**src/hw/rtl/wmad_pkg.sv**
```systemverilog
// Package with shared types and constants for the word multiply-add-divide unit.
`default_nettype none
package wmad_pkg;
  localparam int WordBits = 32;
  localparam int ValBits  = 2 * WordBits;
  localparam int OpBits   = 3;

  typedef enum logic [OpBits-1:0] {
    OP_MUL        = 3'd0,
    OP_MULADD     = 3'd1,
    OP_MULADD2    = 3'd2,
    OP_MULDIV     = 3'd3,
    OP_MULADDDIV  = 3'd4,
    OP_MULADDMOD  = 3'd5,
    OP_TWOWORDDIV = 3'd6,
    OP_DIV32      = 3'd7
  } wmad_op_t;

  // Control that travels alongside the division row.
  typedef struct packed {
    logic     vld;
    wmad_op_t op;
    logic     dz;
  } wmad_ctl_t;
endpackage
`default_nettype wire

```
**src/hw/rtl/wmad_front.sv**
```systemverilog
// Front stages: registered 32x32 product, then addend sums and divisor check.
`default_nettype none
module wmad_front import wmad_pkg::*; (
  input  wire logic                clk,
  input  wire logic                rst_n,
  input  wire logic                en,
  input  wire logic                in_vld,
  input  wire logic [OpBits-1:0]   in_op,
  input  wire logic [WordBits-1:0] in_a,
  input  wire logic [WordBits-1:0] in_b,
  input  wire logic [WordBits-1:0] in_c,
  input  wire logic [WordBits-1:0] in_d,
  input  wire logic [WordBits-1:0] in_dv,
  output wmad_ctl_t                ctl_o,
  output logic [ValBits-1:0]       val_o,
  output logic [WordBits-1:0]      dv_o
);
  wmad_ctl_t             ctl1_r, ctl2_r;
  logic [ValBits-1:0]    prod_r, val2_r;
  logic [WordBits-1:0]   a1_r, b1_r, c1_r, d1_r, dv1_r, dv2_r;
  logic [ValBits-1:0]    val_nxt;

  always_comb begin
    case (ctl1_r.op)
      OP_MUL, OP_MULDIV:                      val_nxt = prod_r;
      OP_MULADD, OP_MULADDDIV, OP_MULADDMOD:  val_nxt = prod_r + {{WordBits{1'b0}}, c1_r};
      OP_MULADD2: val_nxt = prod_r + {{WordBits{1'b0}}, c1_r} + {{WordBits{1'b0}}, d1_r};
      OP_TWOWORDDIV:                          val_nxt = {a1_r, b1_r};
      default:                                val_nxt = {{WordBits{1'b0}}, a1_r};
    endcase
  end

  always_ff @(posedge clk) begin
    if (!rst_n) begin
      ctl1_r.vld <= 1'b0;
      ctl2_r.vld <= 1'b0;
    end else if (en) begin
      ctl1_r.vld <= in_vld;
      ctl2_r.vld <= ctl1_r.vld;
    end
    if (en) begin
      ctl1_r.op <= wmad_op_t'(in_op);
      ctl1_r.dz <= 1'b0;
      prod_r    <= ValBits'(in_a) * ValBits'(in_b);
      a1_r <= in_a; b1_r <= in_b; c1_r <= in_c; d1_r <= in_d; dv1_r <= in_dv;
      ctl2_r.op <= ctl1_r.op;
      ctl2_r.dz <= (ctl1_r.op >= OP_MULDIV) && (dv1_r == '0);
      val2_r    <= val_nxt;
      dv2_r     <= dv1_r;
    end
  end

  assign ctl_o = ctl2_r;
  assign val_o = val2_r;
  assign dv_o  = dv2_r;
endmodule
`default_nettype wire

```
**config.mk**
```make
export PLATFORM = sky130hd
export DESIGN_NAME = wmad_front
export DESIGN_NICKNAME = d
export VERILOG_FILES = /design/src/hw/rtl/wmad_pkg.sv /design/src/hw/rtl/wmad_front.sv
export SDC_FILE = /design/constraint.sdc
export NUM_CORES = 2
export LEC_CHECK = 0
export ABC_AREA = 1
export BUFFER_PORTS_ARGS = -buffer_cell sky130_fd_sc_hd__buf_2
export CELL_PAD_IN_SITES_DETAIL_PLACEMENT = 1
export CELL_PAD_IN_SITES_GLOBAL_PLACEMENT = 1
export CORE_UTILIZATION = 49
export DETAILED_ROUTE_END_ITERATION = 10
export PLACE_DENSITY_LB_ADDON = 0.08
export RECOVER_POWER = 25
export SLEW_MARGIN = 20
export SYNTH_ARGS = -nofsm -noshare
export SYNTH_HDL_FRONTEND = slang
export SYNTH_SLANG_ARGS = --single-unit
```
**constraint.sdc**
```tcl
create_clock -name clk -period 8.43 [get_ports clk]
set_clock_uncertainty 0.2 [all_clocks]
set_input_delay 0.4215 -clock clk [delete_from_list [all_inputs] [get_ports clk]]
set_output_delay 0.4215 -clock clk [all_outputs]
set_load 0.01 [all_outputs]
```
==> results_dict.tcl <==
set metrics [dict create \
    start_util_pct 49.3 \
    cts_buffers 43 \
    status "complete, but fails checks" \
    synth_top_area_share_pct 34.1 \
    die_w_um 330 \
    cp-start-kind "input port" \
    finalSetupViolCount 0 \
    fin_crit_ps 7990 \
    syn_inst 6458 \
    drtPass1Iterations 6 \
    routedWlPerCell_um 23.8 \
    tightest_slew_ps 6030 \
    cts_resized 0 \
    slew_violations 159 \
    fill_cells 13000 \
    fin_nets 8167 \
    synth_seq_area_share_pct 18.7 \
    regToRegSetupSlack_ps 2800 \
    timing.setup.tns_ps 0 \
    drc 0 \
    worstHoldStart "in_b[14]" \
    port-buffer-count 267 \
    dieArea_sq_um 109000 \
    clockBufferDepth 3 \
    hold_path.class "in -> reg" \
    timing.final.crit_share_pct 94.7 \
    grt_antenna_before_repair 4 \
    r2r-start "prod_r[0]$_DFFE_PP_" \
    dpl.hpwl_um 163000 \
    htree_levels 2 \
    grt_pass1_vias 49600 \
    cts.sinks 329 \
    tritoncts "done" \
    gp_congestion 0.983 \
    cts_hold_buffers 102 \
    clk_pin_slew_ps 70 \
    crit_arrival_ps 8140 \
    synth_warnings 0 \
    ios 268 \
    cts_setup_buffers 0 \
    antenna_left 0 \
    grt_max_degree 118 \
    coreArea_sq_um 107000 \
    synth.avg_cell_area_sq_um 8.17 \
    layout-drive-gt1-share_pct 8.26 \
    yosysUniqueCellTypes 55 \
    final_cell_mix "inv_1 (1772), nand2_1 (1767), fa_1 (898)" \
    synthToLayoutAreaGrowth_pct 10.9 \
    num_rows 120 \
    grt_pass1_wl_um 296000 \
    crit_path_start "in_b[25]" \
    r2r_end "val_o[51]$_DFFE_PP_" \
    crit_fanout 26 \
    track_usage_pct 36.5 \
    cp-end-kind "flop" \
    grt_overflow 0 \
    die_y_um 330 \
    crit_required_ps 8580 \
    insertion_delay_ps 610 \
    vias 44900 \
    wl_um 196000 \
    rsz0062_at_grt "false" \
    ff_latch_area_sq_um 9860 \
    max_freq_mhz 125 \
    via_per_inst 5.46 \
    drt-initial-drc-count 3127 \
    syn_area_sq_um 52800 \
    endpoint "prod_r[56]$_DFFE_PP_" \
    ys_seq_elements 329 \
    final_hold_viol_count 0 \
    layout_commonest_cell "inv_1" \
    ys_top_cells_by_area "fa_1 (34%), edfxtp_1 (19%), inv_1 (13%), nand2_1 (13%), ha_1 (7.8%)" \
    r2r_cells 23 \
    slew_headroom_pct -302 \
    multi_input_area_sq_um 35400 \
    maxCapViolations 3 \
    synth_top_area_cell "fa_1" \
    synth_nets 7850 \
    root_buffer "clkbuf_16" \
    violations "max-capacitance violations, max-slew violations" \
    criticalPathCategory "in -> reg" \
]
## worst min-delay path by stage
stage,cells after the start,to,slack [ps]
finish,1,b1_r[14]$_DFFE_PP_,200
CTS,1,a1_r[22]$_DFFE_PP_,40
floorplan,0,dv_o[13]$_DFFE_PP_,230
detailed placement,0,dv_o[25]$_DFFE_PP_,240
global route,1,b1_r[14]$_DFFE_PP_,180
global placement,0,dv_o[20]$_DFFE_PP_,230
## cell families (layout without fill, tap and decap cells)
group | count (synthesis) | count (layout) | share of synthesized area [%]
simple gates | 2339 | 2339 | 18.3
buf+inv | 2014 | 2363 | 14.3
fa+ha+maj | 1225 | 1225 | 41.8
compound gates | 448 | 448 | 5.08
flops | 329 | 329 | 18.7
xor+xnor | 103 | 103 | 1.71
other cells | 0 | 2 | 0
## worst max-delay path: stages
cell and delay (ps):
clkbuf_1 880, buf_12 310, nand2_1 100, fa_1 510, inv_1 60, fa_1 480, fa_1 600, fa_1 440
fa_1 520, fa_1 430, fa_1 520, inv_1 60, fa_1 480, inv_1 40, ha_1 360, nand2_1 120
nor2_1 200, inv_1 100, nor4_1 530, nand4_1 190, nand3_1 220, nand2_1 70, o211ai_1 180, a21oi_1 140
xnor2_1 150
## synthesized netlist by cell type (all sizes together)
library cell	n
clkbuf	220
ha	327
o2111ai	9
nand2	1810
xor2	67
or2	6
a21oi	195
nand3	144
nor2	272
edfxtp	327
fa	898
xnor2	36
inv	1791
o311ai	2
a211oi	1
o221ai	14
a22oi	17
dfxtp	2
o21a	9
nand4	46
and3	1
a21o	8
nand3b	8
nor3b	1
nor3	33
o2111a	2
a221oi	8
buf	2
a41oi	17
o211a	1
and3b	2
a22o	4
o21bai	18
a21boi	7
a31oi	27
nor4	16
o21ai	101
o211ai	8
clkinv	1
## metal layers
layer | vias to the layer above | track usage (%) | share of wire [%]
met5 | - | 0 | 0.0072
met4 | 2 | 16.1 | 5.0
met3 | 415 | 4.04 | 6.2
met2 | 1660 | 62.6 | 49
met1 | 23100 | 46.5 | 40
li1 | 19700 | - | -
## per-stage QoR
| stage | setup slack [ps] | utilization, % | hold slack [ps] | cells | cell area, sq um |
|---|---|---|---|---|---|
| after floorplan | 1410 | - | 227 | 6458 | 52800 |
| after global placement | 203 | 52.5 | 231 | 8031 | 56100 |
| after detailed placement | 146 | 52.5 | 236 | 8031 | 56100 |
| after CTS | 776 | 54.8 | 40.6 | 8210 | 58600 |
| after global routing | 197 | 54.7 | 178 | 8210 | 58500 |
| final | 444 | 54.7 | 203 | 8212 | 58500 |
## sequential cells by signal (all words and copies together), names as in the netlist
name,flops
prod_r,64
val_o,64
a1_r,32
b1_r,32
c1_r,32
d1_r,32
dv1_r,32
dv_o,32
ctl_o,5
ctl1_r,4
## area by class of cell
| class | count | share of cell area [%] |
|---|---|---|
| diodes | 2 | 0.00855 |
| clock buffers | 49 | 1.88 |
| clock inverters | 28 | 0.665 |
| inverters | 1792 | 11.5 |
| multi-input cells | 4115 | 60.4 |
| flip-flops and latches | 329 | 16.9 |
| well taps | 1403 | 3.00 |
| repair buffers | 494 | 5.67 |
Power is left out: the tool's default activity adds up to more than one toggle a clock period on the data nets, which glitch-free logic cannot reach.
