==> config.mk <==
export PLATFORM = sky130hd
export DESIGN_NAME = wmad_div_cell
export DESIGN_NICKNAME = d
export VERILOG_FILES = /design/src/hw/rtl/wmad_pkg.sv /design/src/hw/rtl/wmad_div_cell.sv
export SDC_FILE = /design/constraint.sdc
export NUM_CORES = 1
export LEC_CHECK = 0
export ABC_AREA = 1
export BUFFER_PORTS_ARGS = -buffer_cell sky130_fd_sc_hd__buf_4
export CORE_UTILIZATION = 40
export CTS_CLUSTER_SIZE = 14
export DETAILED_ROUTE_END_ITERATION = 7
export GPL_TIMING_DRIVEN = 0
export PLACE_DENSITY_LB_ADDON = 0.08
export SLEW_MARGIN = 15
export SYNTH_ARGS = -nofsm -noshare
export SYNTH_HDL_FRONTEND = slang
export SYNTH_SLANG_ARGS = --single-unit
==> constraint.sdc <==
create_clock -name clk -period 1.7 [get_ports clk]
set_input_delay 0 -clock clk [delete_from_list [all_inputs] [get_ports clk]]
set_output_delay 0 -clock clk [all_outputs]
set_load 0.01 [all_outputs]
==> src/hw/rtl/wmad_pkg.sv <==
// Package with shared types and constants for the word multiply-add-divide unit.
`default_nettype none
package wmad_pkg;
  localparam int WordBits = 32;
  localparam int ValBits  = 2 * WordBits;
  localparam int OpBits   = 3;

  typedef enum logic [OpBits-1:0] {
    OP_MUL        = 3'd0,
    OP_MULADD     = 3'd1,
    OP_MULADD2    = 3'd2,
    OP_MULDIV     = 3'd3,
    OP_MULADDDIV  = 3'd4,
    OP_MULADDMOD  = 3'd5,
    OP_TWOWORDDIV = 3'd6,
    OP_DIV32      = 3'd7
  } wmad_op_t;

  // Control that travels alongside the division row.
  typedef struct packed {
    logic     vld;
    wmad_op_t op;
    logic     dz;
  } wmad_ctl_t;
endpackage
`default_nettype wire

==> src/hw/rtl/wmad_div_cell.sv <==
// One restoring-division cell: produces one quotient bit and hands on to the next cell.
`default_nettype none
module wmad_div_cell import wmad_pkg::*; (
  input  wire logic                clk,
  input  wire logic                rst_n,
  input  wire logic                en,
  input  wire wmad_ctl_t           ctl_i,
  input  wire logic [WordBits:0]   rem_i,
  input  wire logic [ValBits-1:0]  quo_i,
  input  wire logic [WordBits-1:0] dv_i,
  output wmad_ctl_t                ctl_o,
  output logic [WordBits:0]        rem_o,
  output logic [ValBits-1:0]       quo_o,
  output logic [WordBits-1:0]      dv_o
);
  // The quotient register doubles as the dividend shift register.
  logic [WordBits+1:0] trial;
  logic [WordBits:0]   shifted;
  wmad_ctl_t           ctl_r;
  logic [WordBits:0]   rem_r;
  logic [ValBits-1:0]  quo_r;
  logic [WordBits-1:0] dv_r;

  assign shifted = {rem_i[WordBits-1:0], quo_i[ValBits-1]};
  assign trial   = {1'b0, shifted} - {2'b00, dv_i};

  always_ff @(posedge clk) begin
    if (!rst_n) ctl_r.vld <= 1'b0;
    else if (en) ctl_r.vld <= ctl_i.vld;
    if (en) begin
      ctl_r.op <= ctl_i.op;
      ctl_r.dz <= ctl_i.dz;
      dv_r     <= dv_i;
      if (!trial[WordBits+1]) begin
        rem_r <= trial[WordBits:0];
        quo_r <= {quo_i[ValBits-2:0], 1'b1};
      end else begin
        rem_r <= shifted;
        quo_r <= {quo_i[ValBits-2:0], 1'b0};
      end
    end
  end

  assign ctl_o = ctl_r;
  assign rem_o = rem_r;
  assign quo_o = quo_r;
  assign dv_o  = dv_r;
endmodule
`default_nettype wire

==> results of run 1 <==
-- final cells by class --
| cell class | instances | share of cell area |
|---|---|---|
| buffer | 9 | 0.00701 |
| timing repair buffer | 407 | 0.294 |
| tap | 225 | 0.0243 |
| clock inverter | 14 | 0.0162 |
| clock buffer | 18 | 0.0370 |
| multi-input combinational | 504 | 0.226 |
| sequential | 134 | 0.346 |
| inverter | 153 | 0.0495 |
-- critical path, stage by stage --
cell and delay (ns):
buf_4 0.11, inv_1 0.07, ha_2 0.18, inv_2 0.06, fa_2 0.40, nand3_1 0.11
nand3_2 0.13, nand2_2 0.09, nand2_2 0.09, nand2_2 0.08, nand2_2 0.08, nand2_2 0.08
nand2_1 0.05, nand2_1 0.06, nand2_1 0.08, nand2_1 0.09, inv_1 0.04
-- cells by family after synthesis --
group / after synthesis / share of synthesized area
compound gates: 26 / 0.0195
xor+xnor: 15 / 0.0181
fa+ha+maj: 33 / 0.0579
buf+inv: 162 / 0.0900
flops: 134 / 0.553
simple gates: 430 / 0.262
-- final timing paths --
| kind | slack (ns) | start | end |
|---|---|---|---|
| worst max register to register | 0.49 | ctl_o[4] | ctl_o[4] |
| worst max-delay path | 0.1 | quo_i[63] | rem_o[32] |
| worst min register to register | 1.12 | ctl_o[4] | ctl_o[4] |
| worst min-delay path | 0.02 | en | rem_o[26] |
-- power breakdown --
part / internal, W / switching (W)
sequential: 0.00402 / 0.0000870
clock: 0.00235 / 0.00156
combinational: 0.00118 / 0.00126
-- per-layer routing --
layer | share of wire | wire [microns]
met1 | 0.43 | 9580
met3 | 0.061 | 1350
met2 | 0.49 | 10900
met4 | 0.017 | 370
met5 | 0 | 0
-- registers in the layout, summed over array words and instances, names as in the netlist --
| register | flops |
|---|---|
| quo_o | 64 |
| ctl_o | 5 |
| dv_o | 32 |
| rem_o | 33 |
-- through the flow --
stage | util | instance area (sq um) | power, W | hold slack (ns)
finish | 0.662 | 11600 | 0.0105 | 0.0216
global placement | 0.545 | 9560 | 0.00630 | 0.178
global route | 0.662 | 11600 | 0.0109 | 0.0270
CTS | 0.659 | 11500 | 0.0105 | 0.0165
floorplan | - | 7260 | 0.00524 | 0.0935
detailed placement | 0.547 | 9590 | 0.00633 | 0.179
-- repair_timing --
| item | 4_1_cts | 5_1_grt |
|---|---|---|
| hold endpoints to repair | 132 | 0 |
| gates cloned | 0 | 0 |
| endpoints found under the setup margin | 2 | 28 |
| pin swaps | 0 | 2 |
| resized for setup | 2 | 11 |
| setup buffers | 0 | 4 |
| hold buffers | 133 | 0 |
-- layout by cell type, fill, tap and decap left out, types with 2 or more instances in the layout --
master / n
nand2_2: 10
buf_4: 273
dlygate4sd3_1: 133
nor3_1: 4
xor2_1: 15
buf_2: 4
nand4_1: 7
nand3_2: 12
bufinv_16: 3
nor2_1: 36
ha_1: 31
inv_6: 6
buf_6: 2
clkinv_4: 3
a21oi_1: 20
clkbuf_16: 17
o21bai_1: 3
nand2_1: 272
inv_2: 3
nor2_2: 5
edfxtp_1: 133
nand3b_1: 6
inv_1: 150
and2_1: 10
o21ai_0: 2
nand3_1: 62
==> run metrics, run 1 <==
status=complete, no violations; RSZ-0062 raised after global routing=false; final setup fails=0; PwrDens=~900 mW/mm^2; nets@finish=1396; Ys Warns=0; TritonCTS clock tree=yes; worst reg2reg path depth=3; final clock skew=0 ns; Leak Pwr=5.75 nW; ys flop type=edfxtp_1; post-route insts no fill=1464; clk_lat worst skew=0.42 ns; final WL=22.2 mm; via count=6678; grt met3 use=0.0463; Setup Slack @ Placement=-0.570 ns; clk slew on worst S/H paths=roughly 0.06 ns; DRT iter0 DRCs=around 350; Final Hold Viols=0; startpoint types=primary input; largest net degree at the start of global routing=90; Antenna Nets Post-Route=0; number of synthesized flops with an enable pin=133; most common cell in the netlist=nand2_1; initial core utilization=0.414; Core ar.=0.0175 sq mm; most instantiated cells after synthesis=279 x nand2_1, 151 x inv_1, 133 x edfxtp_1; WP data required=about 1.9 ns; worst hold stages=1; Syn Nets=970; top cells by area, synth=edfxtp_1 55%, nand2_1 14%, inv_1 7.8%; Final period util=0.944; Avg Vias per Cell=around 4.6; Gate Count Post-Synth=800; first-pass GRT wire length=about 33 mm; layout overhead on the synthesized area=59.8%; Max-Slew Margin vs Limit=0.677; final worst path period need=1.60 ns; DIE WIDTH=137 microns; drc violations=0; # fillers=1473; Post-Place Cells=1295; Hold Crit Class=primary input to register; Setup WS post-layout=0.0952 ns; Multi-input gate area=0.00262 sq mm; Max FO, Critical Path=4; Ant. Diodes=0; Slew @ Worst Pin=0.484 ns; Die H=137 microns; hpwl dp=around 16 mm; Yosys reg bits=134; highest attainable clock frequency=623 MHz; H-Tree Depth=4; total grt overflow=0; GRT busiest layer=met2; WS Path Type=primary input to register; post-detailed-route wirelength per cell=around 15 microns; Register Area=0.00401 sq mm; Synth cell types=32; IO Count=271; Yosys top cell by area=edfxtp_1; initial antenna violation count=0; layout cells sized above 1=0.284; top-area cell type share of the netlist area=0.550; mapped cell area=0.00726 sq mm; Slew Viols, Final=0; Avg Inst Size Synth=roughly 9.1 sq um; TritonCTS buffer count=17; Seq/Total Area, Yosys=0.553; row count=48; MaxCap Viol Count=0; Worst EP arrival=between 1.5 and 2 ns; VDD IR max=0.663 mV; GRT Total Usage=0.239; Placer Congestion=between 0.8 and 0.9; ys async rst share=0; CTS root buffer=clkbuf_16; vias in the first global route=6525; TNS Setup=0 ns; TritonRoute pass-1 iters=5; Bufs on Longest Clock Path=2; # port buffers=269; Worst Setup End Kind=register; clock sink count=between 100 and 150; met2 Usage GRT=0.413; Die Area=0.0187 sq mm; GR Util met1=0.301
Note: power is estimated with default switching activity, not from simulation.
==> run 2: changes to the inputs <==
- ABC_AREA: 1 -> 0
==> run metrics, run 2 <==
Die Area=0.0171 sq mm; clock sink count=134; # port buffers=between 200 and 300; ys async rst share=0; WP data required=1.86 ns; nets@finish=1113; Bufs on Longest Clock Path=2; crit-path cells=buf_4 > ha_4 > buf_6 > nand4_4 > nor4_4 > a32oi_2 > o311ai_4 > o21ai_2 > o21a_4 > clkinv_8 > buf_12 > mux2_4; Synth cell types=56; first-pass GRT wire length=30.4 mm; initial antenna violation count=0; Max FO, Critical Path=7; R2R Path Start=ctl_o[4]; Placer Congestion=roughly 0.83; top-area cell type share of the netlist area=0.601; Register Area=0.00401 sq mm; MaxCap Viol Count=0; # fillers=1048; Avg Inst Size Synth=about 14 sq um; Largest delay share family, worst path=compound AO/OA/AOI/OAI gates; status=complete, but fails checks; largest stage delay on the critical path=0.33 ns; Seq/Total Area, Yosys=0.604; layout cells sized above 1=0.486; Die H=131 microns; TritonCTS clock tree=yes; final hold slack=around 0.029 ns; most instantiated cells after synthesis=133 x edfxtp_1, 42 x inv_1, 32 x a21oi_1, 32 x ha_1, 28 x mux2_4; H-Tree Depth=4; Multi-input gate area=0.00294 sq mm; VDD IR max=0.688 mV; Largest register FFs=64; failing checks=setup timing; highest attainable clock frequency=522 MHz; Yosys top cell by area=edfxtp_1; CP max stage cell=nor4_4; Core ar.=0.0161 sq mm; largest net degree at the start of global routing=75; Worst EP arrival=2.08 ns; Worst Path Buf+Inv=4; WS Path Type=primary input to register; Antenna Nets Post-Route=0; ys flop type=edfxtp_1; GRT Total Usage=0.239; Finished Core Util=0.742; beginning of the critical path=rem_i[17]; Hold Crit Class=primary input to register; post-route insts no fill=between 1000 and 1500; Post-Place Cells=978; Syn Nets=662; Worst Setup End Kind=register; final clock skew=0 ns; Gate Count Post-Synth=roughly 490; Avg Vias per Cell=4.89; most common cell in the netlist=edfxtp_1; hpwl dp=13.5 mm; most frequent cells in the layout=285 x buf_4, 133 x edfxtp_1, 132 x dlygate4sd3_1; top cells by area, synth=edfxtp_1 60%, mux2_4 6.3%, ha_1 6.0%; most common cell after layout, fill and taps aside=buf_4; clk slew on worst S/H paths=0.06 ns; total grt overflow=0; Final period util=1.13; hold path start=dv_i[0]; initial core utilization=0.414; Ant. Diodes=0; Yosys reg bits=around 130; Slew @ Worst Pin=0.632 ns; DRT iter0 DRCs=279; via count=5722; post-detailed-route wirelength per cell=17.7 microns; Leak Pwr=5.06 nW; TritonCTS buffer count=17; layout overhead on the synthesized area=79.4%; row count=46; DIE WIDTH=131 microns; TritonRoute pass-1 iters=5; Max-Slew Margin vs Limit=0.579; Finished Cell Area=0.0119 sq mm; mapped cell area=0.00664 sq mm; number of synthesized flops with an enable pin=133; Placed Area=0.00935 sq mm; PwrDens=895 mW/mm^2; startpoint types=primary input; drc violations=0; clk_lat worst skew=0.41 ns; IO Count=271; final worst path period need=1.92 ns; Ys Warns=0; final setup fails=33; RSZ-0062 raised after global routing=true; final WL=20.7 mm; Slew Viols, Final=0; Final Hold Viols=0; CTS root buffer=clkbuf_16; vias in the first global route=5851; Setup WS post-layout=-0.215 ns
[run 2: cell types whose count changed after synthesis, sizes merged, moves of 8 or more]
cell,before,now
nand3,74,12
nand2,284,24
o211ai,0,8
nor2,42,24
o21ai,2,25
xnor2,0,20
inv,153,43
a21oi,21,33
mux2,0,30
[run 2: area by class of cell]
cell class                 instances  share of cell area
buffer                            11              0.0126
multi-input combinational        299               0.247
sequential                       134               0.337
clock buffer                      17              0.0357
timing repair buffer             437               0.315
clock inverter                    14              0.0129
inverter                          43              0.0177
tap                              216              0.0227
[run 2: worst reg2reg max path: cells and delay by family (launching register included)]
kind,cells,cell delay [ns]
buf+inv,1,0.55
flops,1,0.31
mux,1,0.12
simple gates,1,0.06
[run 2: repair_timing]
action / in CTS / in global routing
gates cloned: 3 / 0
hold endpoints to repair: 131 / 0
hold buffers: 132 / 0
resized for setup: 53 / 36
buffers inserted: 27 / 10
pin swaps: 23 / 28
setup endpoints to repair: 34 / 34
[run 2: stage by stage]
stage / setup TNS [ns] / setup slack (ns) / power [W]
final: -5.92 / -0.215 / 0.0107
after global routing: -8.38 / -0.282 / 0.0111
after CTS: -7.31 / -0.298 / 0.0106
after detailed placement: -26.85 / -0.899 / 0.00654
after global placement: -26.66 / -0.863 / 0.00650
after floorplan: -13.11 / -0.422 / 0.00547
[run 2: where the power goes]
group	switching, W	internal [W]
registers	0.0000999	0.00403
logic	0.00128	0.00163
clock network	0.00145	0.00217
total	0.00284	0.00784
[run 2: final timing paths]
check	depth (start not counted)	slack, ns	end
worst max register to register	3	0.54	ctl_o[4]
worst min register to register	3	1.09	ctl_o[4]
worst max-delay path	12	-0.22	rem_o[17]
worst min-delay path	3	0.03	rem_o[0]
[run 2: logic make-up after synthesis]
group / count (synthesis) / share of synthesized area
buf+inv: 59 / 0.0441
mux: 33 / 0.0712
simple gates: 96 / 0.0706
fa+ha+maj: 33 / 0.0633
flops: 134 / 0.604
xor+xnor: 29 / 0.0382
compound gates: 108 / 0.108
[run 2: metal layers]
layer / track usage / up-vias / routed length, microns
met4: 0.118 / 0 / 666
li1: - / 2749 / -
met2: 0.420 / 228 / 10600
met3: 0.0623 / 41 / 1310
met1: 0.268 / 2704 / 8080
met5: 0 / - / 0
==> run 3: changes to the inputs <==
- ABC_AREA: 0 -> 1
- CAP_MARGIN: not set -> 20
- REMOVE_ABC_BUFFERS: not set -> 1
==> run metrics, run 3 (synthesized netlist as in run 1, its figures left out) <==
largest net degree at the start of global routing=90; layout cells sized above 1=0.280; drc violations=0; WS Path Type=primary input to register; CTS root buffer=clkbuf_16; final WL=23.0 mm; final clock skew=0 ns; Slew Viols, Final=0; Finished Core Util=0.661; crit-path cells=buf_4 > ha_1 > nand2_2 > inv_1 > nand2_1 > nand3_1 > a21oi_4 > nor2_4 > nor2_8 > nand2_8 > nand3_2 > nand2_1; Die H=around 140 microns; GRT Total Usage=0.248; Worst EP arrival=1.79 ns; Max-Slew Margin vs Limit=0.657; DIE WIDTH=~140 microns; cell mode on critical path=nand2_1; Setup Slack @ Placement=-0.880 ns; nets@finish=1390; Core ar.=0.0175 sq mm; VDD IR max=a little over 0.7 mV; status=complete, no violations; final worst path period need=about 1.6 ns; largest stage delay on the critical path=0.39 ns; WP data required=roughly 1.9 ns; post-detailed-route wirelength per cell=15.8 microns; total grt overflow=0; clk_lat worst skew=around 0.42 ns; Hold Crit Class=primary input to register; H-Tree Depth=4; startpoint types=primary input; Final Hold Viols=0; TritonRoute pass-1 iters=5; Final period util=0.956; Largest register FFs=64; clk slew on worst S/H paths=0.06 ns; Die Area=0.0187 sq mm; DRT iter0 DRCs=342; Antenna Nets Post-Route=0; Post-Place Cells=between 1000 and 1500; post-route insts no fill=1458; hpwl dp=15.6 mm; Setup WS post-layout=0.0751 ns; Overall Power=slightly above 0.01 W; Avg Vias per Cell=4.65; initial antenna violation count=0; Worst Setup End Kind=register; clock sink count=134; most frequent cells in the layout=274 x nand2_1, 270 x buf_4, 151 x inv_1; row count=48; Ant. Diodes=0; Max FO, Critical Path=18; layout overhead on the synthesized area=59.7%; MaxCap Viol Count=0; Bufs on Longest Clock Path=2; IO Count=between 200 and 300; CP max stage cell=ha_1; most common cell after layout, fill and taps aside=nand2_1; TritonCTS buffer count=17; initial core utilization=0.414; Placer Congestion=between 0.8 and 0.9; Slew @ Worst Pin=a little over 0.5 ns; first-pass GRT wire length=34.3 mm; PwrDens=894 mW/mm^2; vias in the first global route=6647; # port buffers=269; via count=6774; TritonCTS clock tree=yes; final setup fails=0; highest attainable clock frequency=615 MHz; Leak Pwr=5.71 nW
## run 3: final cells by class
class | count | area [sq um]
sequential | 134 | 4010
inverter | 153 | 574
fill | 1487 | 5940
tap | 225 | 282
multi-input combinational | 507 | 2710
clock buffer | 18 | 429
timing repair buffer | 407 | 3420
clock inverter | 14 | 174
## run 3: critical path: cells and delay by family
kind,cells,cell delay (ns)
adder cells (fa/ha/maj),1,0.39
AO/OA/AOI/OAI,1,0.21
buffers and inverters,2,0.18
AND/OR/NAND/NOR,8,1.00
## run 3: power by group
part	total (W)	internal, W	switching, W
Combinational	0.00243	0.00116	0.00127
Clock	0.00383	0.00232	0.00150
Sequential	0.00411	0.00402	0.0000897
Total	0.0104	0.00750	0.00286
## run 3: path summary, 6_finish.rpt
| kind | start | depth (start not counted) | endpoint | slack (ns) |
|---|---|---|---|---|
| worst max-delay path | rem_i[18] | 12 | rem_o[19] | 0.08 |
| worst min-delay path | en | 1 | rem_o[30] | 0.01 |
| worst max register to register | ctl_o[4] | 3 | ctl_o[4] | 0.46 |
| worst min register to register | ctl_o[4] | 3 | ctl_o[4] | 1.15 |
## run 3: timing repair
item / 4_1_cts / 5_1_grt
pin swaps: 3 / 2
setup buffers: 3 / 0
hold buffers: 134 / 0
resized for setup: 7 / 12
endpoints found under the hold margin: 133 / 0
cloned: 3 / 0
endpoints found under the setup margin: 34 / 33
## run 3: metal layers
metal,up-vias,global-route usage,wire [microns]
met1,3100,0.289,9440
met3,31,0.0530,1480
met5,-,0,0
met2,232,0.449,11600
li1,3411,-,-
met4,0,0.0846,428
## run 3: metrics by stage
step	area [sq um]	TNS, ns	hold WS (ns)
3_5_place_dp	9510	-25.07	0.180
6_report	11600	0	0.0148
2_1_floorplan	7180	-1.95	0.0935
5_1_grt	11600	-0.00862	0.0191
3_3_place_gp	9480	-26.41	0.178
4_1_cts	11500	0	0.0125
